### src/fcetn_ram.sv
// Generic simple dual-port RAM: one write port, one read port, registered read.
// No dependencies.
module fcetn_ram #(
  parameter int unsigned WIDTH = 8,
  parameter int unsigned DEPTH = 16
) (
  input  logic                                     clk_i,
  input  logic                                     we_i,
  input  logic [(DEPTH > 1 ? $clog2(DEPTH) : 1)-1:0] waddr_i,
  input  logic [WIDTH-1:0]                         wdata_i,
  input  logic [(DEPTH > 1 ? $clog2(DEPTH) : 1)-1:0] raddr_i,
  output logic [WIDTH-1:0]                         rdata_o
);

  logic [WIDTH-1:0] mem_q [DEPTH];

  // Write port and registered read port.
  always_ff @(posedge clk_i) begin
    if (we_i) begin
      mem_q[waddr_i] <= wdata_i;
    end
    rdata_o <= mem_q[raddr_i];
  end

endmodule

### config.mk
export PLATFORM = sky130hd
export DESIGN_NAME = fcetn_ram
export DESIGN_NICKNAME = d
export VERILOG_FILES = /design/src/fcetn_ram.sv
export SDC_FILE = /design/constraint.sdc
export NUM_CORES = 1
export LEC_CHECK = 0
export ABC_AREA = 1
export BUFFER_PORTS_ARGS = -buffer_cell sky130_fd_sc_hd__buf_2
export CAP_MARGIN = 20
export CORE_MARGIN = 2
export CORE_UTILIZATION = 60
export DETAILED_ROUTE_END_ITERATION = 7
export HOLD_SLACK_MARGIN = 0.15
export MAX_ROUTING_LAYER = met4
export PLACE_DENSITY = 0.89
export SYNTH_ARGS = -nofsm -noshare
export SYNTH_HDL_FRONTEND = slang
export SYNTH_SLANG_ARGS = --single-unit
### constraint.sdc
create_clock -name clk_i -period 1.14 [get_ports clk_i]
set_clock_uncertainty 0.05 [all_clocks]
set_input_delay 0.057 -clock clk_i [delete_from_list [all_inputs] [get_ports clk_i]]
set_output_delay 0.057 -clock clk_i [all_outputs]
set_load 0.02 [all_outputs]
==> metrics.md <==
| Metric | Value |
|---|---|
| All-layer global routing usage | `30.02%` |
| Critical path class | `reg -> out` |
| Crit Reg-Reg Startpoint | `mem_q[5][3]` |
| Worst hold path class | `in -> reg` |
| Yosys cell types | `12` |
| Place WS | `0.02221 ns` |
| Die Area | `10410 um2` |
| Least-Margin Pin Slew | `0.4067 ns` |
| DRC | `0` |
| Crit path max-delay cell type | `dfxtp_2` |
| F_max | `897.3 MHz` |
| Yosys synthesis warning count | `0` |
| Hold Slack | `0.1879 ns` |
| Setup ws final | `0.02554 ns` |
| TritonCTS Sinks | `136` |
| Share of cells above drive strength 1 | `14.40%` |
| # setup viols final | `0` |
| Post-CTS setup buffer count | `0` |
| Final period util | `97.76%` |
| Worst-Skew Late Latency | `0.54 ns` |
| Post-Synthesis Cells | `551` |
| Syn_nets | `569` |
| Status | `completed` |
| Clock Path Buffers | `2` |
| RSZ-0062 raised after global routing | `no` |
| Inserted Clock Buffers | `17` |
| Most common cell after layout, fill and taps aside | `nand2_1` |
| HPWL Detailed | `7.923 mm` |
| CTS H-Tree Depth | `4` |
| Endpoint class of the critical path | `primary output` |
| Top delay family on crit path | `flip-flops` |
| Ports | `26` |
| CP Buf/Inv Count | `1` |
| CP Data Required Time | `1.03 ns` |
| Initial DRC count | `453` |
| Core Region | `9284 um2` |
| Vias per cell | `5.592` |
| Pwr per Cell Area | `1682 nW/um2` |
| CTS tree | `done` |
| Area of the multi-input gates | `1226 um2` |
| Slew HR | `72.86%` |
| Fin. Hold Viols | `0` |
| Final wirelength | `13.89 mm` |
| Via count | `4216` |
| Setup TNS | `0 ns` |
| Chip Height | `102.0 um` |
| NumNets Final | `631` |
| Filler cell count | `525` |
| First-pass GRT wire length | `21.85 mm` |
| Final core occ | `74.57%` |
| WP data arrival | `1.01 ns` |
| HP Start | `raddr_i[0]` |
| CTS Root Cell | `clkbuf_8` |
| Syn Area/Cell | `10.47 um2` |
| Reg area | `4008 um2` |
| Mapped Area | `5767 um2` |
| Initial Util | `62.12%` |
| GP Congestion | `0.8378` |
| WL per Instance | `18.43 um` |
| Register area share after synthesis | `69.43%` |
| Critical Path Fanout Max | `1` |
| PortBufs | `25` |
| Width of the die | `102.0 um` |
| LEAKAGE | `3.021 nW` |
| DRT Pass-1 Iters | `6` |
| Vias in the first global route | `4134` |
| CP cell instances | `buf_6` |
| Post-route ant nets | `0` |
| Max cap viols | `0` |
| Most frequent cells in the layout | `173 x nand2_1, 128 x edfxtp_1, 100 x inv_1` |
| N_diodes | `0` |
| CP startpoint kind | `register` |
| Final Critical Period | `1.114 ns` |
| Largest net degree at the start of global routing | `65` |
| Final Max Tran Viols | `0` |
| Layout area overhead | `20.05%` |
| Initial antenna violation count | `0` |
| Critical Path Start | `rdata_o[3]` |
| Flip-flop and latch count after synthesis | `136` |
| GR Overflow Total | `0` |
| Num rows | `35` |
| Worst-path clk slew | `0.06 ns` |
| Worst VDD drop | `1.160 mV` |
| CP peak stage delay | `0.36 ns` |
## registers in the layout (all words and copies together), names as in the netlist
| name | cells |
|---|---|
| rdata_o | 8 |
| mem_q | 128 |
## final cells by class
cell class | count | area share [%]
flip-flops and latches | 136 | 57.89
multi-input cells | 289 | 17.71
repair buffers | 67 | 8.440
clock buffers | 19 | 6.235
inverters | 102 | 5.530
well taps | 129 | 2.331
clock inverters | 12 | 1.862
## cells by family (layout without fill, tap and decap cells)
| group | count (synthesis) | in the layout | share of synthesized area, % |
|---|---|---|---|
| buffers and inverters | 126 | 200 | 9.525 |
| AND/OR/NAND/NOR | 289 | 289 | 21.05 |
| flip-flops | 136 | 136 | 69.43 |
## Yosys cell counts (all sizes together)
library cell,count,area (um2)
edfxtp,128,3844
buf,24,166.4
nand3,97,485.5
inv,102,382.9
nand2,173,649.4
nand3b,2,15.01
dfxtp,8,160.2
nor2,17,63.81
## where the power goes
part / total [mW] / internal, mW / leakage [nW] / switching (mW)
Combinational: 0.822 / 0.288 / 1.53 / 0.534
Clock: 5.19 / 3.15 / 0.269 / 2.04
Sequential: 5.64 / 5.59 / 1.22 / 0.0421
## metrics by stage
stage                     total power, mW  instances  area, um2
final                               11.64        754       6923
after global routing                11.94        754       6923
after CTS                           11.60        755       6882
after detailed placement            6.455        708       6152
after global placement              6.417        708       6152
after floorplan                     6.156        551       5767
## what timing repair did
action / CTS / global route
endpoints found under the setup margin: 3 / 40
gates resized for setup: 4 / 15
pin swaps: 0 / 2
hold buffers: 16 / 0
hold endpoints to repair: 216 / 0
## final timing paths
check,to,slack (ns),depth (start not counted)
max,rdata_o[3],0.03,1
min,rdata_o[4],0.19,7
max reg2reg,rdata_o[3],0.06,6
min reg2reg,rdata_o[4],0.63,6
## per-layer routing
| layer | wire [um] | track usage, % | up-vias |
|---|---|---|---|
| met2 | 6991 | 48.08 | 307 |
| li1 | - | - | 1900 |
| met5 | 0 | - | - |
| met1 | 5151 | 36.08 | 1963 |
| met3 | 1259 | 7.319 | 46 |
| met4 | 492 | 14.36 | 0 |
Note: power is estimated with default switching activity, not from simulation.
