### src/fcetn_pkg.sv
// Package for the fuzzy cross-entropy top-N search block.
// Holds widths, request codes, the empty-slot sentinel and shared structs.
// No dependencies; every other file of the block but fcetn_ram imports it.
package fcetn_pkg;

  // Size of the best list and the index that walks it.
  localparam int unsigned MAX_N  = 64;
  localparam int unsigned IDX_W  = (MAX_N > 1) ? $clog2(MAX_N) : 1;

  // Field widths.
  localparam int unsigned TOPN_W = 7;
  localparam int unsigned RANK_W = 6;
  localparam int unsigned REQ_W  = 2;
  localparam int unsigned VAL_W  = 16;
  localparam int unsigned LOG_W  = 24;
  localparam int unsigned DIST_W = 48;
  localparam int unsigned ID_W   = 20;
  localparam int unsigned FRAC_W = 16;

  // Operands of the shared multiplier: 1-v needs one bit more than v,
  // a difference of two logs needs one bit more than a log.
  localparam int unsigned OPA_W  = VAL_W + 1;
  localparam int unsigned OPB_W  = LOG_W + 1;
  localparam int unsigned PROD_W = OPA_W + OPB_W;

  localparam logic [OPA_W-1:0] ONE_Q16 = OPA_W'(1) << FRAC_W;

  // Request codes.
  localparam logic [REQ_W-1:0] REQ_START = 2'd0;
  localparam logic [REQ_W-1:0] REQ_ELEM  = 2'd1;
  localparam logic [REQ_W-1:0] REQ_READ  = 2'd2;

  // Register reset value and the largest meaningful setting.
  localparam logic [TOPN_W-1:0] TOP_N_RST = 7'd10;
  localparam logic [TOPN_W-1:0] TOP_N_MAX = TOPN_W'(MAX_N);

  // Distance reported by an empty slot: 99999 in Q.16.
  localparam logic signed [DIST_W-1:0] SENTINEL_DIST = DIST_W'(64'd99999 << FRAC_W);

  // One list entry as stored in the list memory.
  typedef struct packed {
    logic signed [DIST_W-1:0] distance;
    logic [ID_W-1:0]          id;
  } entry_t;

  localparam int unsigned ENTRY_W = DIST_W + ID_W;

  // Controls of the shared multiply-accumulate unit.
  typedef struct packed {
    logic mul_en;
    logic acc_en;
    logic clr;
  } mac_ctrl_t;

endpackage

### src/fcetn_mac.sv
// Shared multiply-accumulate unit of the fuzzy cross-entropy top-N search.
// One registered multiplier, floor to Q.16, 48-bit wrapping running sum.
// Depends on fcetn_pkg.
module fcetn_mac (
  input  logic                                clk_i,
  input  logic                                rst_ni,
  input  fcetn_pkg::mac_ctrl_t                ctrl_i,
  input  logic [fcetn_pkg::OPA_W-1:0]         op_a_i,
  input  logic signed [fcetn_pkg::OPB_W-1:0]  op_b_i,
  output logic signed [fcetn_pkg::DIST_W-1:0] sum_o
);
  import fcetn_pkg::*;

  logic signed [OPA_W:0]               op_a_s;
  logic signed [PROD_W-1:0]            prod_d, prod_q;
  logic signed [PROD_W-FRAC_W-1:0]     term;
  logic signed [DIST_W-1:0]            sum_d, sum_q;

  // Multiply: the unsigned weight gets a zero sign bit.
  assign op_a_s = {1'b0, op_a_i};
  assign prod_d = PROD_W'(op_a_s) * PROD_W'(op_b_i);

  // Dropping the fraction bits of a two's complement product floors it.
  assign term = $signed(prod_q[PROD_W-1:FRAC_W]);

  // Running sum wraps modulo 2^48.
  always_comb begin
    sum_d = sum_q;
    if (ctrl_i.clr) begin
      sum_d = '0;
    end else if (ctrl_i.acc_en) begin
      sum_d = sum_q + DIST_W'(term);
    end
  end

  always_ff @(posedge clk_i or negedge rst_ni) begin
    if (!rst_ni) begin
      sum_q <= '0;
    end else begin
      sum_q <= sum_d;
    end
  end

  // Product register, no reset needed.
  always_ff @(posedge clk_i) begin
    if (ctrl_i.mul_en) begin
      prod_q <= prod_d;
    end
  end

  assign sum_o = sum_q;

endmodule

### config.mk
export PLATFORM = sky130hd
export DESIGN_NAME = fcetn_mac
export DESIGN_NICKNAME = d
export VERILOG_FILES = /design/src/fcetn_pkg.sv /design/src/fcetn_mac.sv
export SDC_FILE = /design/constraint.sdc
export NUM_CORES = 1
export LEC_CHECK = 0
export BUFFER_PORTS_ARGS = -buffer_cell sky130_fd_sc_hd__buf_2
export CAP_MARGIN = 10
export CORE_MARGIN = 3
export CORE_UTILIZATION = 45
export CTS_CLUSTER_DIAMETER = 150
export DETAILED_ROUTE_END_ITERATION = 12
export PLACE_DENSITY_LB_ADDON = 0.05
export SLEW_MARGIN = 20
export SYNTH_ARGS = -nofsm -noshare
export SYNTH_HDL_FRONTEND = slang
export SYNTH_SLANG_ARGS = --single-unit
### constraint.sdc
create_clock -name clk_i -period 6.1 [get_ports clk_i]
set_input_delay 0.915 -clock clk_i [delete_from_list [all_inputs] [get_ports clk_i]]
set_output_delay 0.915 -clock clk_i [all_outputs]
set_load 0.02 [all_outputs]
==> impl_metrics.toml <==
[run_status]
status = "finished, violations left"
violations = "negative setup slack"

[routing]
route.detailed.drc = 0
via_per_inst = 4.92
first_pass_iters = 5
wl_per_cell_um = 16.6
drt_iter0_markers = 876
ant_nets = 0
vias = 14800
drt_wl_total_um = 49900

[worst_setup_path]
crit_required_ns = 6.26
cp_slowest_cell = "fa_1"
worst-path-buf-inv = 3
cp_common_cell = "fa_1"
r2r-start = "prod_q[41]"
end_kind = "flop"
max_stage_delay_ns = 0.55
crit_type = "primary input to flop"
start_kind = "primary input"
arrival_ns = 6.73
cp_max_fo = 7
crit_path_start = "op_b_i[10]"
path_cells = "buf_6 > and2_4 > fa_1 > inv_1 > fa_1 > fa_1 > inv_2 > fa_1 > fa_1 > fa_1 > ha_4 > a21o_1 > a221o_1 > a21oi_4 > a211oi_4 > o31a_1 > o311a_4 > o21ai_4 > a21oi_2 > mux2_4 > a221oi_2"
cp_top_family = "adder cells"

[logic_synthesis]
ys_ff_latch = 74
netlist.top_cell.by_area = "fa_1"
synth_area_leaders = "fa_1 (41%), inv_1 (9.3%), ha_1 (9.2%), and2_1 (6.9%), dfrtp_1 (6.1%)"
synth_top_area_frac = 0.415
synth-edff-count = 26
synth_area_mm2 = 0.0198
synthFlopType = "dfrtp_1"
synthDistinctLibCells = 64
syn_inst = 2183
async_flop_share = 0.649
synth.avg_cell_area_um2 = 9.07
yosysWarnings = 0
synthesis.nets = 2785
seq_area_frac_synth = 0.100

[layout]
fill_cells = 4072
final_common_cell = "inv_1"
design_area_mm2 = 0.0231
mostFrequentLayoutCells = "inv_1 (479), fa_1 (397), nand2_1 (252), and2_1 (202), buf_4 (202)"
num_antenna_cells = 0
synthToLayoutAreaGrowth_pct = 16.9
nets = 3015
drive_gt1_frac = 0.165

[worst_hold_path]
holdCritStartpoint = "sum_o[41]"
min_path_type = "flop to flop"

[timing]
slew_violations = 0
slew_headroom = 0.323
min_period_ns = 6.57
rsz0062_at_grt = "true"
worst_slack_ns = -0.467
min_period_over_period = 1.08
setup_viol = 15
fin_tns_setup_ns = -3.46
hold_violations = 0
fmax_ghz = 0.152
skew_ns = 0.0114
tightest_slew_ns = 1.01

[job]
cap_violations = 0

[die]
start_util = 0.457
coreArea_mm2 = 0.0433
fp.dieH_um = 216
rows = 76
die_x_um = 216
io_pins = 95
die_area_mm2 = 0.0465

[placed_design]
placed_area_mm2 = 0.0223
dpl.hpwl_um = 43800
gp_congestion = 0.901
io_buffers = 94

[clock_network]
ctsHoldBuffers = 0
clkLatencyLatePin_ns = 0.34
cts_tree = "yes"
ctsLongestPathBuffers = 2
cts_sinks = 74
clk_pin_slew_ns = 0.06
cts_buffers = 9
cts_root_buffer = "clkbuf_16"
ctsHtreeMaxLevel = 3

[global_route]
grt_usage = 0.220
grt-ovfl-total = 0
antenna_found_initial = 3
grt_max_degree = 49
grt_pass1_vias = 15700
grt_pass1_wl_um = 82500
[worst paths after layout]
path,endpoint,cells after the start,slack [ns]
max in group asynchronous,sum_o[18],2,4.96
worst min register to register,sum_o[41],1,0.54
worst min-delay path,sum_o[41],1,0.54
worst max-delay path,prod_q[35],21,-0.47
min in group asynchronous,sum_o[36],2,0.69
worst max register to register,sum_o[46],11,2.21
[synthesized netlist by cell type, types with 3 or more instances]
master     instances
inv_1            489
fa_1             410
nand2_1          252
and2_1           218
ha_1             145
nor2_1            87
clkbuf_1          80
a21oi_1           76
xnor2_1           51
dfrtp_1           48
a21o_1            39
o21ai_0           35
mux2i_1           29
edfxtp_1          26
xor2_1            17
nand3_1           15
nor3_1            15
a211oi_1          14
a31oi_1           12
nand4_1           12
nor2b_1            9
and3_1             8
o21a_1             8
o21bai_1           7
nand2b_1           6
o31ai_1            6
o211ai_1           5
o21ai_1            5
a2111oi_0          4
a21boi_0           4
buf_2              4
a221oi_1           3
or3_1              3
[final cells by class]
| cell class | count | area [um^2] | area share |
|---|---|---|---|
| tap | 585 | 732 | 0.0316 |
| timing repair buffer | 306 | 2280 | 0.0986 |
| clock buffer | 11 | 233 | 0.0101 |
| inverter | 489 | 1840 | 0.0793 |
| clock inverter | 5 | 78.8 | 0.00341 |
| multi-input combinational | 1533 | 16000 | 0.691 |
| sequential | 74 | 1980 | 0.0857 |
[per-layer routing]
layer | wire length (um) | global-route usage
met1 | 25000 | 0.335
met2 | 22400 | 0.352
met3 | 1980 | 0.0184
met4 | 565 | 0.0330
met5 | 13 | 0
[stage by stage]
step	std cells	util	hold WS [ns]	worst slack [ns]
after CTS	3000	0.531	0.540	-0.431
after global routing	3003	0.535	0.560	-0.662
after floorplan	2183	-	0.577	-0.658
final	3003	0.535	0.535	-0.467
after global placement	2976	0.515	0.514	-1.05
after detailed placement	2976	0.515	0.529	-1.11
[cell families after synthesis]
| logic type | share of synthesized area |
|---|---|
| buf+inv | 0.110 |
| fa+ha+maj | 0.506 |
| xor+xnor | 0.0301 |
| mux | 0.0154 |
| compound gates | 0.0809 |
| simple gates | 0.157 |
| flops | 0.100 |
[flip-flops by register name, indices dropped and copies added, names as in the netlist]
signal,cells
sum_o,48
prod_q,26
[repair_timing]
item,4_1_cts,5_1_grt
pin swaps,25,19
gates resized for setup,85,29
gates cloned,0,0
endpoints found under the hold margin,0,0
setup endpoints to repair,20,20
buffers inserted,8,3
Power is not shown: default switching activity piles up to over one toggle a cycle in this logic, so the estimate is an artifact.
